File: src/rtl/core/bmvg_pkg.sv
`timescale 1ns / 1ps
// Shared types, constants and face table of the box mesh vertex generator.
package bmvg_pkg;

   localparam int DEF_MAX_SEGMENTS = 64;

   localparam int EXT_W       = 16;
   localparam int SEG_CFG_W   = 7;
   localparam int COLOR_W     = 3;
   localparam int FACE_W      = 3;
   localparam int NORMAL_W    = 3;
   localparam int POS_W       = 16;
   localparam int TEX_W       = 16;
   localparam int INDEX_W     = 16;
   localparam int QUO_W       = 17;
   localparam int FRAC_SHIFT  = 16;
   localparam int CSR_INDEX_W = 3;
   localparam int CSR_DATA_W  = 16;

   localparam logic [EXT_W-1:0]     EXT_RESET      = 16'd256;
   localparam logic [SEG_CFG_W-1:0] SEG_RESET      = 7'd1;
   localparam logic [COLOR_W-1:0]   COLOR_RESET    = 3'd0;
   localparam logic [COLOR_W-1:0]   COLOR_GRAY     = 3'd6;
   localparam logic [COLOR_W-1:0]   COLOR_PER_FACE = 3'd6;
   localparam logic [FACE_W-1:0]    FACE_FIRST     = 3'd0;
   localparam logic [FACE_W-1:0]    FACE_LAST      = 3'd5;
   localparam logic [NORMAL_W-1:0]  NORMAL_NEG_Z   = 3'd5;
   localparam logic [TEX_W-1:0]     TEX_ONE        = 16'h8000;
   localparam logic [POS_W-1:0]     POS_MAX        = 16'h7FFF;

   typedef enum logic [CSR_INDEX_W-1:0] {
      CSR_BOX_WIDTH   = 3'd0,
      CSR_BOX_HEIGHT  = 3'd1,
      CSR_BOX_DEPTH   = 3'd2,
      CSR_SEGMENTS_X  = 3'd3,
      CSR_SEGMENTS_Y  = 3'd4,
      CSR_SEGMENTS_Z  = 3'd5,
      CSR_COLOR_COUNT = 3'd6
   } csr_index_type;

   typedef enum logic [1:0] {
      AXIS_X = 2'd0,
      AXIS_Y = 2'd1,
      AXIS_Z = 2'd2
   } axis_type;

   typedef struct packed {
      axis_type ua;
      axis_type va;
      axis_type wa;
      logic     u_neg;
      logic     v_neg;
      logic     w_neg;
   } face_desc_type;

   typedef enum logic [1:0] {
      OP_POS_U = 2'd0,
      OP_POS_V = 2'd1,
      OP_TEX_U = 2'd2,
      OP_TEX_V = 2'd3
   } op_type;

   typedef enum logic [2:0] {
      ST_IDLE,
      ST_LOAD,
      ST_MISC,
      ST_DIV_INIT,
      ST_DIV_RUN,
      ST_FINISH
   } ctrl_state_type;

   typedef struct packed {
      logic   capture;
      logic   load;
      logic   misc;
      logic   div_start;
      logic   div_store;
      logic   commit;
      op_type op;
   } cmd_type;

   typedef struct packed {
      logic div_busy;
      logic out_free;
   } status_type;

   // Axis permutation and direction signs of each face, +x first and -z last.
   function automatic face_desc_type face_lookup(input logic [FACE_W-1:0] face);
      face_desc_type d;
      case (face)
         3'd1:    d = '{ua: AXIS_Z, va: AXIS_Y, wa: AXIS_X, u_neg: 1'b1, v_neg: 1'b1, w_neg: 1'b1};
         3'd2:    d = '{ua: AXIS_X, va: AXIS_Z, wa: AXIS_Y, u_neg: 1'b0, v_neg: 1'b0, w_neg: 1'b0};
         3'd3:    d = '{ua: AXIS_X, va: AXIS_Z, wa: AXIS_Y, u_neg: 1'b0, v_neg: 1'b1, w_neg: 1'b1};
         3'd4:    d = '{ua: AXIS_X, va: AXIS_Y, wa: AXIS_Z, u_neg: 1'b0, v_neg: 1'b1, w_neg: 1'b0};
         3'd5:    d = '{ua: AXIS_X, va: AXIS_Y, wa: AXIS_Z, u_neg: 1'b1, v_neg: 1'b1, w_neg: 1'b1};
         default: d = '{ua: AXIS_Z, va: AXIS_Y, wa: AXIS_X, u_neg: 1'b0, v_neg: 1'b1, w_neg: 1'b0};
      endcase
      return d;
   endfunction

endpackage

File: src/rtl/core/bmvg_divider.sv
`timescale 1ns / 1ps
// Iterative restoring divider, one quotient bit per cycle.
module bmvg_divider #(
   parameter int NUM_W = 24,
   parameter int DEN_W = 8
) (
   input  logic                        clock,
   input  logic                        reset,
   input  logic                        start,
   input  logic [NUM_W-1:0]            dividend,
   input  logic [DEN_W-1:0]            divisor,
   output logic                        busy,
   output logic [bmvg_pkg::QUO_W-1:0]  quotient
);
   import bmvg_pkg::*;

   localparam int CNT_W = $clog2(QUO_W + 1);

   logic [NUM_W-1:0] rem_ff;
   logic [NUM_W-1:0] ds_ff;
   logic [QUO_W-1:0] quo_ff;
   logic [CNT_W-1:0] count_ff;

   // The caller guarantees the quotient fits QUO_W bits, so the remainder
   // starts below twice the first shifted divisor.
   always_ff @(posedge clock) begin
      if (reset) begin
         count_ff <= '0;
      end else if (start) begin
         count_ff <= CNT_W'(QUO_W);
      end else if (count_ff != '0) begin
         count_ff <= count_ff - CNT_W'(1);
      end
   end

   always_ff @(posedge clock) begin
      if (start) begin
         rem_ff <= dividend;
         ds_ff  <= NUM_W'(divisor) << (QUO_W - 1);
         quo_ff <= '0;
      end else if (count_ff != '0) begin
         if (rem_ff >= ds_ff) begin
            rem_ff <= rem_ff - ds_ff;
            quo_ff <= {quo_ff[QUO_W-2:0], 1'b1};
         end else begin
            quo_ff <= {quo_ff[QUO_W-2:0], 1'b0};
         end
         ds_ff <= ds_ff >> 1;
      end
   end

   assign busy     = (count_ff != '0);
   assign quotient = quo_ff;

endmodule

File: src/rtl/core/bmvg_ctrl.sv
`timescale 1ns / 1ps
// Controller state machine that sequences one vertex through the datapath.
module bmvg_ctrl (
   input  logic                   clock,
   input  logic                   reset,
   input  logic                   req_valid,
   output logic                   req_stall,
   input  bmvg_pkg::status_type   status,
   output bmvg_pkg::cmd_type      cmd
);
   import bmvg_pkg::*;

   ctrl_state_type state_ff, state_in;
   op_type         op_ff, op_in;

   always_ff @(posedge clock) begin
      if (reset) begin
         state_ff <= ST_IDLE;
         op_ff    <= OP_POS_U;
      end else begin
         state_ff <= state_in;
         op_ff    <= op_in;
      end
   end

   always_comb begin
      state_in  = state_ff;
      op_in     = op_ff;
      cmd       = '0;
      cmd.op    = op_ff;
      req_stall = 1'b1;
      case (state_ff)
         ST_IDLE: begin
            req_stall = 1'b0;
            if (req_valid) begin
               cmd.capture = 1'b1;
               state_in    = ST_LOAD;
            end
         end
         ST_LOAD: begin
            cmd.load = 1'b1;
            state_in = ST_MISC;
         end
         ST_MISC: begin
            cmd.misc = 1'b1;
            op_in    = OP_POS_U;
            state_in = ST_DIV_INIT;
         end
         ST_DIV_INIT: begin
            cmd.div_start = 1'b1;
            state_in      = ST_DIV_RUN;
         end
         ST_DIV_RUN: begin
            if (!status.div_busy) begin
               cmd.div_store = 1'b1;
               case (op_ff)
                  OP_POS_U: begin
                     op_in    = OP_POS_V;
                     state_in = ST_DIV_INIT;
                  end
                  OP_POS_V: begin
                     op_in    = OP_TEX_U;
                     state_in = ST_DIV_INIT;
                  end
                  OP_TEX_U: begin
                     op_in    = OP_TEX_V;
                     state_in = ST_DIV_INIT;
                  end
                  default: begin
                     state_in = ST_FINISH;
                  end
               endcase
            end
         end
         ST_FINISH: begin
            // Wait until the output register is empty or being emptied.
            if (status.out_free) begin
               cmd.commit = 1'b1;
               state_in   = ST_IDLE;
            end
         end
         default: begin
            state_in = ST_IDLE;
         end
      endcase
   end

endmodule

File: src/rtl/core/bmvg_datapath.sv
`timescale 1ns / 1ps
// Datapath: configuration registers, walk state, vertex arithmetic and output register.
module bmvg_datapath #(
   parameter int MAX_SEGMENTS = bmvg_pkg::DEF_MAX_SEGMENTS
) (
   input  logic                                 clock,
   input  logic                                 reset,
   input  bmvg_pkg::cmd_type                    cmd,
   output bmvg_pkg::status_type                 status,
   input  logic                                 req_restart,
   input  logic                                 csr_write,
   input  logic [bmvg_pkg::CSR_INDEX_W-1:0]     csr_index,
   input  logic [bmvg_pkg::CSR_DATA_W-1:0]      csr_data,
   input  logic                                 rsp_stall,
   output logic                                 rsp_valid,
   output logic signed [bmvg_pkg::POS_W-1:0]    rsp_pos_x,
   output logic signed [bmvg_pkg::POS_W-1:0]    rsp_pos_y,
   output logic signed [bmvg_pkg::POS_W-1:0]    rsp_pos_z,
   output logic [bmvg_pkg::NORMAL_W-1:0]        rsp_normal_code,
   output logic [bmvg_pkg::TEX_W-1:0]           rsp_tex_u,
   output logic [bmvg_pkg::TEX_W-1:0]           rsp_tex_v,
   output logic [bmvg_pkg::COLOR_W-1:0]         rsp_color_slot,
   output logic                                 rsp_quad_valid,
   output logic [bmvg_pkg::INDEX_W-1:0]         rsp_index_a,
   output logic [bmvg_pkg::INDEX_W-1:0]         rsp_index_b,
   output logic                                 rsp_last_vertex
);
   import bmvg_pkg::*;

   localparam int SEG_W  = $clog2(MAX_SEGMENTS + 1);
   localparam int DEN_W  = SEG_W + 1;
   localparam int NUM_W  = SEG_W + QUO_W;
   localparam int PROD_W = SEG_W + EXT_W;
   localparam int ROW_W  = 2 * SEG_W + 2;
   localparam logic [SEG_CFG_W-1:0] MAX_SEG_CFG = SEG_CFG_W'(MAX_SEGMENTS);

   function automatic logic [SEG_W-1:0] clamp_seg(input logic [SEG_CFG_W-1:0] s);
      logic [SEG_W-1:0] r;
      if (s == '0) begin
         r = SEG_W'(1);
      end else if (s > MAX_SEG_CFG) begin
         r = SEG_W'(MAX_SEGMENTS);
      end else begin
         r = s[SEG_W-1:0];
      end
      return r;
   endfunction

   // Signed result of a rounded magnitude, saturated to the Q8.8 range.
   function automatic logic [POS_W-1:0] signed_pos(input logic [QUO_W-1:0] q,
                                                   input logic neg);
      logic [QUO_W-1:0] qn;
      logic [POS_W-1:0] r;
      qn = -q;
      if (neg) begin
         r = qn[POS_W-1:0];
      end else if (q > QUO_W'(POS_MAX)) begin
         r = POS_MAX;
      end else begin
         r = q[POS_W-1:0];
      end
      return r;
   endfunction

   // Configuration registers.
   logic [EXT_W-1:0]     width_ff, height_ff, depth_ff;
   logic [SEG_CFG_W-1:0] segs_x_ff, segs_y_ff, segs_z_ff;
   logic [COLOR_W-1:0]   color_count_ff;

   // Walk state.
   logic [FACE_W-1:0]  face_ff;
   logic [SEG_W-1:0]   column_ff, row_ff;
   logic [INDEX_W-1:0] base_ff;

   // Item registers.
   logic               restart_ff;
   logic [FACE_W-1:0]  face_cur_ff;
   face_desc_type      desc_ff;
   logic [SEG_W-1:0]   gx_ff, gy_ff, ix_ff, iy_ff;
   logic [INDEX_W-1:0] base_cur_ff;
   logic [EXT_W-1:0]   e_u_ff, e_v_ff, e_w_ff;

   logic [SEG_W-1:0]    diff_u_ff, diff_v_ff;
   logic                neg_u_ff, neg_v_ff;
   logic [POS_W-1:0]    pos_w_ff;
   logic [NORMAL_W-1:0] normal_ff;
   logic                quad_ff, last_ff;
   logic [INDEX_W-1:0]  index_a_ff, index_b_ff;
   logic [COLOR_W-1:0]  color_ff;
   logic [FACE_W-1:0]   next_face_ff;
   logic [SEG_W-1:0]    next_col_ff, next_row_ff;
   logic [INDEX_W-1:0]  next_base_ff;

   logic [POS_W-1:0] pos_u_ff, pos_v_ff;
   logic [TEX_W-1:0] tex_u_ff, tex_v_ff;

   // Output register.
   logic                rsp_valid_ff;
   logic [POS_W-1:0]    out_pos_x_ff, out_pos_y_ff, out_pos_z_ff;
   logic [NORMAL_W-1:0] out_normal_ff;
   logic [TEX_W-1:0]    out_tex_u_ff, out_tex_v_ff;
   logic [COLOR_W-1:0]  out_color_ff;
   logic                out_quad_ff, out_last_ff;
   logic [INDEX_W-1:0]  out_index_a_ff, out_index_b_ff;

   always_ff @(posedge clock) begin
      if (reset) begin
         width_ff       <= EXT_RESET;
         height_ff      <= EXT_RESET;
         depth_ff       <= EXT_RESET;
         segs_x_ff      <= SEG_RESET;
         segs_y_ff      <= SEG_RESET;
         segs_z_ff      <= SEG_RESET;
         color_count_ff <= COLOR_RESET;
      end else if (csr_write) begin
         case (csr_index_type'(csr_index))
            CSR_BOX_WIDTH:   width_ff       <= csr_data[EXT_W-1:0];
            CSR_BOX_HEIGHT:  height_ff      <= csr_data[EXT_W-1:0];
            CSR_BOX_DEPTH:   depth_ff       <= csr_data[EXT_W-1:0];
            CSR_SEGMENTS_X:  segs_x_ff      <= csr_data[SEG_CFG_W-1:0];
            CSR_SEGMENTS_Y:  segs_y_ff      <= csr_data[SEG_CFG_W-1:0];
            CSR_SEGMENTS_Z:  segs_z_ff      <= csr_data[SEG_CFG_W-1:0];
            CSR_COLOR_COUNT: color_count_ff <= csr_data[COLOR_W-1:0];
            default: begin
            end
         endcase
      end
   end

   // Per-axis extents and clamped segment counts.
   logic [EXT_W-1:0] ext_axis [3];
   logic [SEG_W-1:0] seg_axis [3];

   always_comb begin
      ext_axis[0] = width_ff;
      ext_axis[1] = height_ff;
      ext_axis[2] = depth_ff;
      seg_axis[0] = clamp_seg(segs_x_ff);
      seg_axis[1] = clamp_seg(segs_y_ff);
      seg_axis[2] = clamp_seg(segs_z_ff);
   end

   always_ff @(posedge clock) begin
      if (cmd.capture) begin
         restart_ff <= req_restart;
      end
   end

   // Load step: apply restart, pick the face and saturate column and row.
   logic [FACE_W-1:0]  eff_face;
   logic [SEG_W-1:0]   eff_col, eff_row, eff_gx, eff_gy;
   logic [INDEX_W-1:0] eff_base;
   face_desc_type      eff_desc;

   always_comb begin
      eff_face = face_ff;
      eff_col  = column_ff;
      eff_row  = row_ff;
      eff_base = base_ff;
      if (restart_ff) begin
         eff_face = FACE_FIRST;
         eff_col  = '0;
         eff_row  = '0;
         eff_base = '0;
      end
      if (eff_face > FACE_LAST) begin
         eff_face = FACE_FIRST;
      end
      eff_desc = face_lookup(eff_face);
      eff_gx   = seg_axis[eff_desc.ua];
      eff_gy   = seg_axis[eff_desc.va];
   end

   always_ff @(posedge clock) begin
      if (cmd.load) begin
         face_cur_ff <= eff_face;
         desc_ff     <= eff_desc;
         gx_ff       <= eff_gx;
         gy_ff       <= eff_gy;
         ix_ff       <= (eff_col > eff_gx) ? eff_gx : eff_col;
         iy_ff       <= (eff_row > eff_gy) ? eff_gy : eff_row;
         base_cur_ff <= eff_base;
         e_u_ff      <= ext_axis[eff_desc.ua];
         e_v_ff      <= ext_axis[eff_desc.va];
         e_w_ff      <= ext_axis[eff_desc.wa];
      end
   end

   // Misc step: signs, normal coordinate and code, indices, color slot and next walk position.
   logic [SEG_W:0]      two_ix, two_iy, gx_ext, gy_ext, gx1, gy1;
   logic                below_u, below_v, normal_neg, quad_c;
   logic [SEG_W:0]      diff_u_c, diff_v_c;
   logic [EXT_W:0]      half_sum;
   logic [POS_W-1:0]    half_w, pos_w_c;
   logic [ROW_W-1:0]    row_off, face_size;
   logic [INDEX_W-1:0]  index_a_c;
   logic [FACE_W-1:0]   next_face_c;
   logic [SEG_W-1:0]    next_col_c, next_row_c;
   logic [INDEX_W-1:0]  next_base_c;
   logic [COLOR_W-1:0]  color_c;

   always_comb begin
      two_ix   = {ix_ff, 1'b0};
      two_iy   = {iy_ff, 1'b0};
      gx_ext   = {1'b0, gx_ff};
      gy_ext   = {1'b0, gy_ff};
      gx1      = gx_ext + (SEG_W+1)'(1);
      gy1      = gy_ext + (SEG_W+1)'(1);
      below_u  = (two_ix < gx_ext);
      below_v  = (two_iy < gy_ext);
      diff_u_c = below_u ? (gx_ext - two_ix) : (two_ix - gx_ext);
      diff_v_c = below_v ? (gy_ext - two_iy) : (two_iy - gy_ext);

      // Half extent rounded away from zero.
      half_sum = {1'b0, e_w_ff} + (EXT_W+1)'(1);
      half_w   = half_sum[EXT_W:1];
      if (desc_ff.w_neg) begin
         pos_w_c = -half_w;
      end else if (half_w > POS_MAX) begin
         pos_w_c = POS_MAX;
      end else begin
         pos_w_c = half_w;
      end
      // A face of zero extent reports a negative normal.
      normal_neg = desc_ff.w_neg || (e_w_ff == '0);

      quad_c    = (ix_ff < gx_ff) && (iy_ff < gy_ff);
      row_off   = ROW_W'(gx1) * ROW_W'(iy_ff);
      face_size = ROW_W'(gx1) * ROW_W'(gy1);
      index_a_c = base_cur_ff + INDEX_W'(ix_ff) + INDEX_W'(row_off);

      next_face_c = face_cur_ff;
      next_base_c = base_cur_ff;
      next_row_c  = iy_ff;
      if (ix_ff < gx_ff) begin
         next_col_c = ix_ff + SEG_W'(1);
      end else begin
         next_col_c = '0;
         if (iy_ff < gy_ff) begin
            next_row_c = iy_ff + SEG_W'(1);
         end else begin
            next_row_c = '0;
            if (face_cur_ff >= FACE_LAST) begin
               next_face_c = FACE_FIRST;
               next_base_c = '0;
            end else begin
               next_face_c = face_cur_ff + FACE_W'(1);
               next_base_c = base_cur_ff + INDEX_W'(face_size);
            end
         end
      end

      if (color_count_ff >= COLOR_PER_FACE) begin
         color_c = face_cur_ff;
      end else if (color_count_ff != '0) begin
         color_c = '0;
      end else begin
         color_c = COLOR_GRAY;
      end
   end

   always_ff @(posedge clock) begin
      if (cmd.misc) begin
         diff_u_ff    <= diff_u_c[SEG_W-1:0];
         diff_v_ff    <= diff_v_c[SEG_W-1:0];
         neg_u_ff     <= below_u ^ desc_ff.u_neg;
         neg_v_ff     <= below_v ^ desc_ff.v_neg;
         pos_w_ff     <= pos_w_c;
         normal_ff    <= {desc_ff.wa, normal_neg};
         quad_ff      <= quad_c;
         index_a_ff   <= quad_c ? index_a_c : '0;
         index_b_ff   <= quad_c ? (index_a_c + INDEX_W'(gx1)) : '0;
         last_ff      <= (face_cur_ff == FACE_LAST) && (ix_ff == gx_ff) && (iy_ff == gy_ff);
         color_ff     <= color_c;
         next_face_ff <= next_face_c;
         next_col_ff  <= next_col_c;
         next_row_ff  <= next_row_c;
         next_base_ff <= next_base_c;
      end
   end

   // Divider operands. Positions divide |2k-g|*e + g by 2g; texture values
   // divide n*65536 + g by 2g. Both round half away from zero.
   logic [SEG_W-1:0]  op_g, op_k;
   logic [EXT_W-1:0]  op_e;
   logic              op_frac;
   logic [NUM_W-1:0]  div_dividend;
   logic [DEN_W-1:0]  div_divisor;
   logic              div_busy;
   logic [QUO_W-1:0]  div_quotient;

   always_comb begin
      case (cmd.op)
         OP_POS_U: begin
            op_g    = gx_ff;
            op_k    = diff_u_ff;
            op_e    = e_u_ff;
            op_frac = 1'b0;
         end
         OP_POS_V: begin
            op_g    = gy_ff;
            op_k    = diff_v_ff;
            op_e    = e_v_ff;
            op_frac = 1'b0;
         end
         OP_TEX_U: begin
            op_g    = gx_ff;
            op_k    = ix_ff;
            op_e    = '0;
            op_frac = 1'b1;
         end
         default: begin
            op_g    = gy_ff;
            op_k    = gy_ff - iy_ff;
            op_e    = '0;
            op_frac = 1'b1;
         end
      endcase
      if (op_frac) begin
         div_dividend = (NUM_W'(op_k) << FRAC_SHIFT) + NUM_W'(op_g);
      end else begin
         div_dividend = NUM_W'(PROD_W'(op_k) * PROD_W'(op_e)) + NUM_W'(op_g);
      end
      div_divisor = {op_g, 1'b0};
   end

   bmvg_divider #(
      .NUM_W (NUM_W),
      .DEN_W (DEN_W)
   ) u_divider (
      .clock    (clock),
      .reset    (reset),
      .start    (cmd.div_start),
      .dividend (div_dividend),
      .divisor  (div_divisor),
      .busy     (div_busy),
      .quotient (div_quotient)
   );

   always_ff @(posedge clock) begin
      if (cmd.div_store) begin
         case (cmd.op)
            OP_POS_U: pos_u_ff <= signed_pos(div_quotient, neg_u_ff);
            OP_POS_V: pos_v_ff <= signed_pos(div_quotient, neg_v_ff);
            OP_TEX_U: tex_u_ff <= div_quotient[TEX_W-1:0];
            default:  tex_v_ff <= div_quotient[TEX_W-1:0];
         endcase
      end
   end

   // Commit: load the output register and advance the walk.
   logic [POS_W-1:0] axis_pos [3];

   always_comb begin
      for (int i = 0; i < 3; i++) begin
         if (desc_ff.ua == axis_type'(i)) begin
            axis_pos[i] = pos_u_ff;
         end else if (desc_ff.va == axis_type'(i)) begin
            axis_pos[i] = pos_v_ff;
         end else begin
            axis_pos[i] = pos_w_ff;
         end
      end
   end

   always_ff @(posedge clock) begin
      if (reset) begin
         face_ff   <= FACE_FIRST;
         column_ff <= '0;
         row_ff    <= '0;
         base_ff   <= '0;
      end else if (cmd.commit) begin
         face_ff   <= next_face_ff;
         column_ff <= next_col_ff;
         row_ff    <= next_row_ff;
         base_ff   <= next_base_ff;
      end
   end

   always_ff @(posedge clock) begin
      if (reset) begin
         rsp_valid_ff <= 1'b0;
      end else if (cmd.commit) begin
         rsp_valid_ff <= 1'b1;
      end else if (!rsp_stall) begin
         rsp_valid_ff <= 1'b0;
      end
   end

   always_ff @(posedge clock) begin
      if (cmd.commit) begin
         out_pos_x_ff   <= axis_pos[0];
         out_pos_y_ff   <= axis_pos[1];
         out_pos_z_ff   <= axis_pos[2];
         out_normal_ff  <= normal_ff;
         out_tex_u_ff   <= tex_u_ff;
         out_tex_v_ff   <= tex_v_ff;
         out_color_ff   <= color_ff;
         out_quad_ff    <= quad_ff;
         out_index_a_ff <= index_a_ff;
         out_index_b_ff <= index_b_ff;
         out_last_ff    <= last_ff;
      end
   end

   assign status.div_busy = div_busy;
   assign status.out_free = !rsp_valid_ff || !rsp_stall;

   assign rsp_valid       = rsp_valid_ff;
   assign rsp_pos_x       = out_pos_x_ff;
   assign rsp_pos_y       = out_pos_y_ff;
   assign rsp_pos_z       = out_pos_z_ff;
   assign rsp_normal_code = out_normal_ff;
   assign rsp_tex_u       = out_tex_u_ff;
   assign rsp_tex_v       = out_tex_v_ff;
   assign rsp_color_slot  = out_color_ff;
   assign rsp_quad_valid  = out_quad_ff;
   assign rsp_index_a     = out_index_a_ff;
   assign rsp_index_b     = out_index_b_ff;
   assign rsp_last_vertex = out_last_ff;

endmodule

File: src/rtl/core/box_mesh_vertex_generator_top.sv
`timescale 1ns / 1ps
// Top level of the segmented box vertex generator.
//
// Each request transaction on req_ (valid/stall) yields one vertex on rsp_
// (valid/stall). Vertices come face by face (+x, -x, +y, -y, +z, -z), each
// face a grid walked row by row; req_restart set starts over at +x.
// The csr_ channel writes the box extents, segment counts and color count;
// csr_ready is always high, and writes belong to times when no vertex is
// in flight. Unknown register indexes are ignored.
// A request passes through the load and misc steps and four divisions to the finish state,
// where its vertex enters the output register. A new request is taken only once the
// sequencer is idle again; the shared 17-step divider runs four times per vertex (two
// positions and two texture coordinates) behind the load and misc steps.
// A new request is taken while a finished vertex still waits in the output
// register; if the receiver keeps stalling, the next vertex holds in the
// datapath until the output register frees, and req_stall stays high.
// Synchronous reset restores the register reset values, clears the walk to
// the first vertex of +x and empties the output register.
module box_mesh_vertex_generator_top #(
   parameter int MAX_SEGMENTS = bmvg_pkg::DEF_MAX_SEGMENTS
) (
   input  logic                                 clock,
   input  logic                                 reset,
   input  logic                                 req_valid,
   output logic                                 req_stall,
   input  logic                                 req_restart,
   output logic                                 rsp_valid,
   input  logic                                 rsp_stall,
   output logic signed [bmvg_pkg::POS_W-1:0]    rsp_pos_x,
   output logic signed [bmvg_pkg::POS_W-1:0]    rsp_pos_y,
   output logic signed [bmvg_pkg::POS_W-1:0]    rsp_pos_z,
   output logic [bmvg_pkg::NORMAL_W-1:0]        rsp_normal_code,
   output logic [bmvg_pkg::TEX_W-1:0]           rsp_tex_u,
   output logic [bmvg_pkg::TEX_W-1:0]           rsp_tex_v,
   output logic [bmvg_pkg::COLOR_W-1:0]         rsp_color_slot,
   output logic                                 rsp_quad_valid,
   output logic [bmvg_pkg::INDEX_W-1:0]         rsp_index_a,
   output logic [bmvg_pkg::INDEX_W-1:0]         rsp_index_b,
   output logic                                 rsp_last_vertex,
   input  logic                                 csr_valid,
   output logic                                 csr_ready,
   input  logic [bmvg_pkg::CSR_INDEX_W-1:0]     csr_index,
   input  logic [bmvg_pkg::CSR_DATA_W-1:0]      csr_data
);
   import bmvg_pkg::*;

   cmd_type    cmd;
   status_type status;

   assign csr_ready = 1'b1;

   bmvg_ctrl u_ctrl (
      .clock     (clock),
      .reset     (reset),
      .req_valid (req_valid),
      .req_stall (req_stall),
      .status    (status),
      .cmd       (cmd)
   );

   bmvg_datapath #(
      .MAX_SEGMENTS (MAX_SEGMENTS)
   ) u_datapath (
      .clock           (clock),
      .reset           (reset),
      .cmd             (cmd),
      .status          (status),
      .req_restart     (req_restart),
      .csr_write       (csr_valid && csr_ready),
      .csr_index       (csr_index),
      .csr_data        (csr_data),
      .rsp_stall       (rsp_stall),
      .rsp_valid       (rsp_valid),
      .rsp_pos_x       (rsp_pos_x),
      .rsp_pos_y       (rsp_pos_y),
      .rsp_pos_z       (rsp_pos_z),
      .rsp_normal_code (rsp_normal_code),
      .rsp_tex_u       (rsp_tex_u),
      .rsp_tex_v       (rsp_tex_v),
      .rsp_color_slot  (rsp_color_slot),
      .rsp_quad_valid  (rsp_quad_valid),
      .rsp_index_a     (rsp_index_a),
      .rsp_index_b     (rsp_index_b),
      .rsp_last_vertex (rsp_last_vertex)
   );

   // A taken request keeps the sequencer busy on the following cycle.
   a_busy_after_accept: assert property (@(posedge clock) disable iff (reset)
      (req_valid && !req_stall) |=> req_stall)
      else $error("request taken but sequencer not busy");

   // A new vertex only appears out of the busy sequencer.
   a_result_from_work: assert property (@(posedge clock) disable iff (reset)
      $rose(rsp_valid) |-> $past(req_stall))
      else $error("vertex presented without a vertex in work");

   // Vertices that anchor no quad carry zero indices.
   a_no_quad_indices: assert property (@(posedge clock) disable iff (reset)
      (rsp_valid && !rsp_quad_valid) |-> (rsp_index_a == '0 && rsp_index_b == '0))
      else $error("index fields set on a vertex without a quad");

   // The final vertex is the far corner of the -z face.
   a_last_corner: assert property (@(posedge clock) disable iff (reset)
      (rsp_valid && rsp_last_vertex) |->
         (rsp_normal_code == NORMAL_NEG_Z && rsp_tex_u == TEX_ONE && rsp_tex_v == '0
          && !rsp_quad_valid))
      else $error("last vertex flag on a vertex that is not the final corner");

endmodule
File: config.mk
export PLATFORM = sky130hd
export DESIGN_NAME = box_mesh_vertex_generator_top
export DESIGN_NICKNAME = d
export VERILOG_FILES = /design/src/rtl/core/bmvg_pkg.sv /design/src/rtl/core/bmvg_divider.sv /design/src/rtl/core/bmvg_ctrl.sv /design/src/rtl/core/bmvg_datapath.sv /design/src/rtl/core/box_mesh_vertex_generator_top.sv
export SDC_FILE = /design/constraint.sdc
export NUM_CORES = 2
export LEC_CHECK = 0
export BUFFER_PORTS_ARGS = -buffer_cell sky130_fd_sc_hd__buf_2
export CAP_MARGIN = 5
export CELL_PAD_IN_SITES_DETAIL_PLACEMENT = 1
export CELL_PAD_IN_SITES_GLOBAL_PLACEMENT = 1
export CORE_ASPECT_RATIO = 1.2
export CORE_UTILIZATION = 50
export CTS_CLUSTER_SIZE = 14
export DETAILED_ROUTE_END_ITERATION = 16
export PLACE_DENSITY_LB_ADDON = 0.1
export SLEW_MARGIN = 20
export SYNTH_ARGS = -nofsm -noshare
export SYNTH_HDL_FRONTEND = slang
export SYNTH_HIERARCHICAL = 1
export SYNTH_SLANG_ARGS = --single-unit
File: constraint.sdc
create_clock -name clock -period 12.45 [get_ports clock]
set_input_delay 0.6225 -clock clock [delete_from_list [all_inputs] [get_ports clock]]
set_output_delay 0.6225 -clock clock [all_outputs]
set_load 0.05 [all_outputs]
==> results.json <==
{
  "status": "complete, no violations",
  "start_kind": "flip-flop",
  "finalWorstPathRequiredPeriod_ns": 7.761,
  "use_met2_pct": 54.25,
  "finalHoldViolCount": 0,
  "cts_hold_buf": 0,
  "hold_path.class": "input port to flip-flop",
  "p_leak_nw": 16.46,
  "layout_commonest_cell": "nand2_1",
  "core_mm2": 0.07216,
  "ys_seq_area_share_pct": 43.14,
  "layout-area-overhead-vs-synth_pct": 10.19,
  "final_util_pct": 55.62,
  "cts_tree": "yes",
  "ff2ff_setup_slack_ns": 4.69,
  "synth_area_leader_cell": "edfxtp_1",
  "cts_made_buffers": 59,
  "period_share_pct": 62.34,
  "synth_top_family_by_area": "adder cells",
  "root_buffer": "clkbuf_16",
  "met1_usage_pct": 32.11,
  "drt-total-wl_um": 104200,
  "cp.arrival_ns": 8.22,
  "ant_nets": 0,
  "path_clk_slew_ns": 0.07,
  "cp-end-kind": "flip-flop",
  "dieArea_mm2": 0.07394,
  "yosys-top-cells-area": "edfxtp_1, fa_1, dfxtp_1, ha_1, nand2_1",
  "grt_use_total_pct": 28.68,
  "final_cell_mix": "nand2_1, edfxtp_1, inv_1",
  "synthArstFlopShare_pct": 0,
  "critPathTopFamily": "adder cells",
  "critPathBufInv": 5,
  "port_buffers": 146,
  "maxSlewHeadroom_pct": 27.19,
  "grt_start_max_net_pins": 94,
  "drc": 0,
  "timing.hold.ws_ns": 0.1933,
  "synth-compound-area-share_pct": 10.16,
  "cpMostUsedCell": "fa_1",
  "cp_slowest_cell": "fa_1",
  "start_util_pct": 50.48,
  "crit_type": "flip-flop to flip-flop",
  "rsz0062_at_grt": "no",
  "synth.net_count": 4112,
  "power_density_mw_per_mm2": 270.9,
  "cts_resized": 0,
  "io_pins": 148,
  "synthFlopType": "edfxtp_1",
  "finalNetCount": 4208,
  "setup_tns_ns": 0,
  "clock_latency_ns": 0.68,
  "use_met3_pct": 3.036,
  "yosys.area_share.adder_pct": 17.79,
  "drtIter0Drc": 1305,
  "synth-seq-cells": 573,
  "dp_cells": 4648,
  "grt_overflow": 0,
  "busiest_layer": "met2",
  "cp_max_fo": 17,
  "routabilityCongestion": 0.8821,
  "grt_pass1_vias": 30000,
  "syn_area_per_cell_um2": 9.901,
  "dp_slack_ns": 4.761,
  "final_cells": 4760,
  "htree_levels": 2,
  "die_w_um": 248.4,
  "routed_via_density": 5.680,
  "cts_sinks": 573,
  "fmax_mhz": 128.8,
  "max_stage_delay_ns": 0.57,
  "required_ns": 12.91,
  "synth_area_mm2": 0.03642,
  "wl_per_cell_um": 21.88,
  "muxShareOfSynthArea_pct": 4.744,
  "synth_xor_xnor_area_share_pct": 2.861,
  "drt_first_pass_iters": 5,
  "syn_inst": 3679,
  "drv_slew": 0,
  "setup_violations": 0,
  "vias": 27040,
  "layout-drive-gt1-share_pct": 10.43,
  "maxCapViolations": 0,
  "vdd_drop_max_v": 0.0002039,
  "clock_skew_ns": 0.05194,
  "place_hpwl_um": 78370,
  "rows": 108,
  "diodes": 0,
  "cts_buffer_depth": 3,
  "grt_pass1_wl_um": 164600,
  "synth_edf_count": 424,
  "yosys.area.top_type_share_pct": 34.95,
  "synth_cell_types": 92,
  "worst_pin_slew_ns": 1.092,
  "antenna_found_initial": 0,
  "setup_ws_ns": 4.689,
  "yosys.area_share.simple_pct": 15.44,
  "die_y_um": 297.7,
  "cts_setup_buffers": 0,
  "ys_warn_count": 6
}
[metrics by stage]
stage | total power, mW | area (um^2)
floorplan | 7.374 | 36420
global placement | 8.769 | 38090
detailed placement | 9.038 | 38100
CTS | 10.97 | 40130
global route | 11.78 | 40140
finish | 10.87 | 40140
[tightest hold or removal path, delay by kind of cell]
family | cells | cell delay (ns)
and+or+nand+nor | 2 | 0.11
buffers and inverters | 1 | 0.10
[cell type report]
type,count,area (um^2)
fill,7999,32020
multi-input combinational,2551,18680
sequential,573,15720
clock buffer,72,1565
inverter,406,1524
tap,935,1170
timing repair buffer,184,1022
clock inverter,39,456.7
[layer usage]
layer  vias to the layer above  routed length, um  part of all wire [%]
met2                       446              56590                    54
met5                         -                  0                     0
met1                     13710              40460                    39
met4                         0               4287                   4.1
li1                      12680                  -                     -
met3                       202               2828                   2.7
[power by group]
part	total [mW]	leakage, nW	switching (mW)	internal [mW]
clock	1.85	0.972	0.790	1.06
sequential	2.73	5.13	0.244	2.48
combinational	6.29	10.4	3.83	2.46
total	10.9	16.5	4.87	6.01
[final timing paths]
path | from | endpoint | depth (start not counted)
worst max-delay path | u_datapath/iy_ff[1] | u_datapath/u_divider/rem_ff[18] | 28
worst min register to register | u_datapath/tex_u_ff[8] | u_datapath/rsp_tex_u[8] | 0
worst max register to register | u_datapath/iy_ff[1] | u_datapath/u_divider/rem_ff[18] | 28
worst min-delay path | csr_data[8] | u_datapath/width_ff[8] | 3
[synth_stat cells, drive strengths merged, types with 45 or more instances]
| library cell | instances |
|---|---|
| dfxtp | 149 |
| inv | 400 |
| mux2i | 113 |
| mux2 | 45 |
| a21oi | 233 |
| edfxtp | 424 |
| xnor2 | 81 |
| ha | 225 |
| a31oi | 52 |
| fa | 183 |
| nand2 | 540 |
| nor2b | 59 |
| o21ai | 135 |
| nor3 | 64 |
| nor2 | 365 |
| clkbuf | 122 |
[logic make-up after synthesis]
group	count (synthesis)
xor gates and xnor gates	119
AOI/OAI and AO/OA	605
other	2
muxes	162
DFF	573
adders and majority gates	408
and+or+nand+nor	1255
buffers and inverters	555
Note: power is estimated with default switching activity, not from simulation.
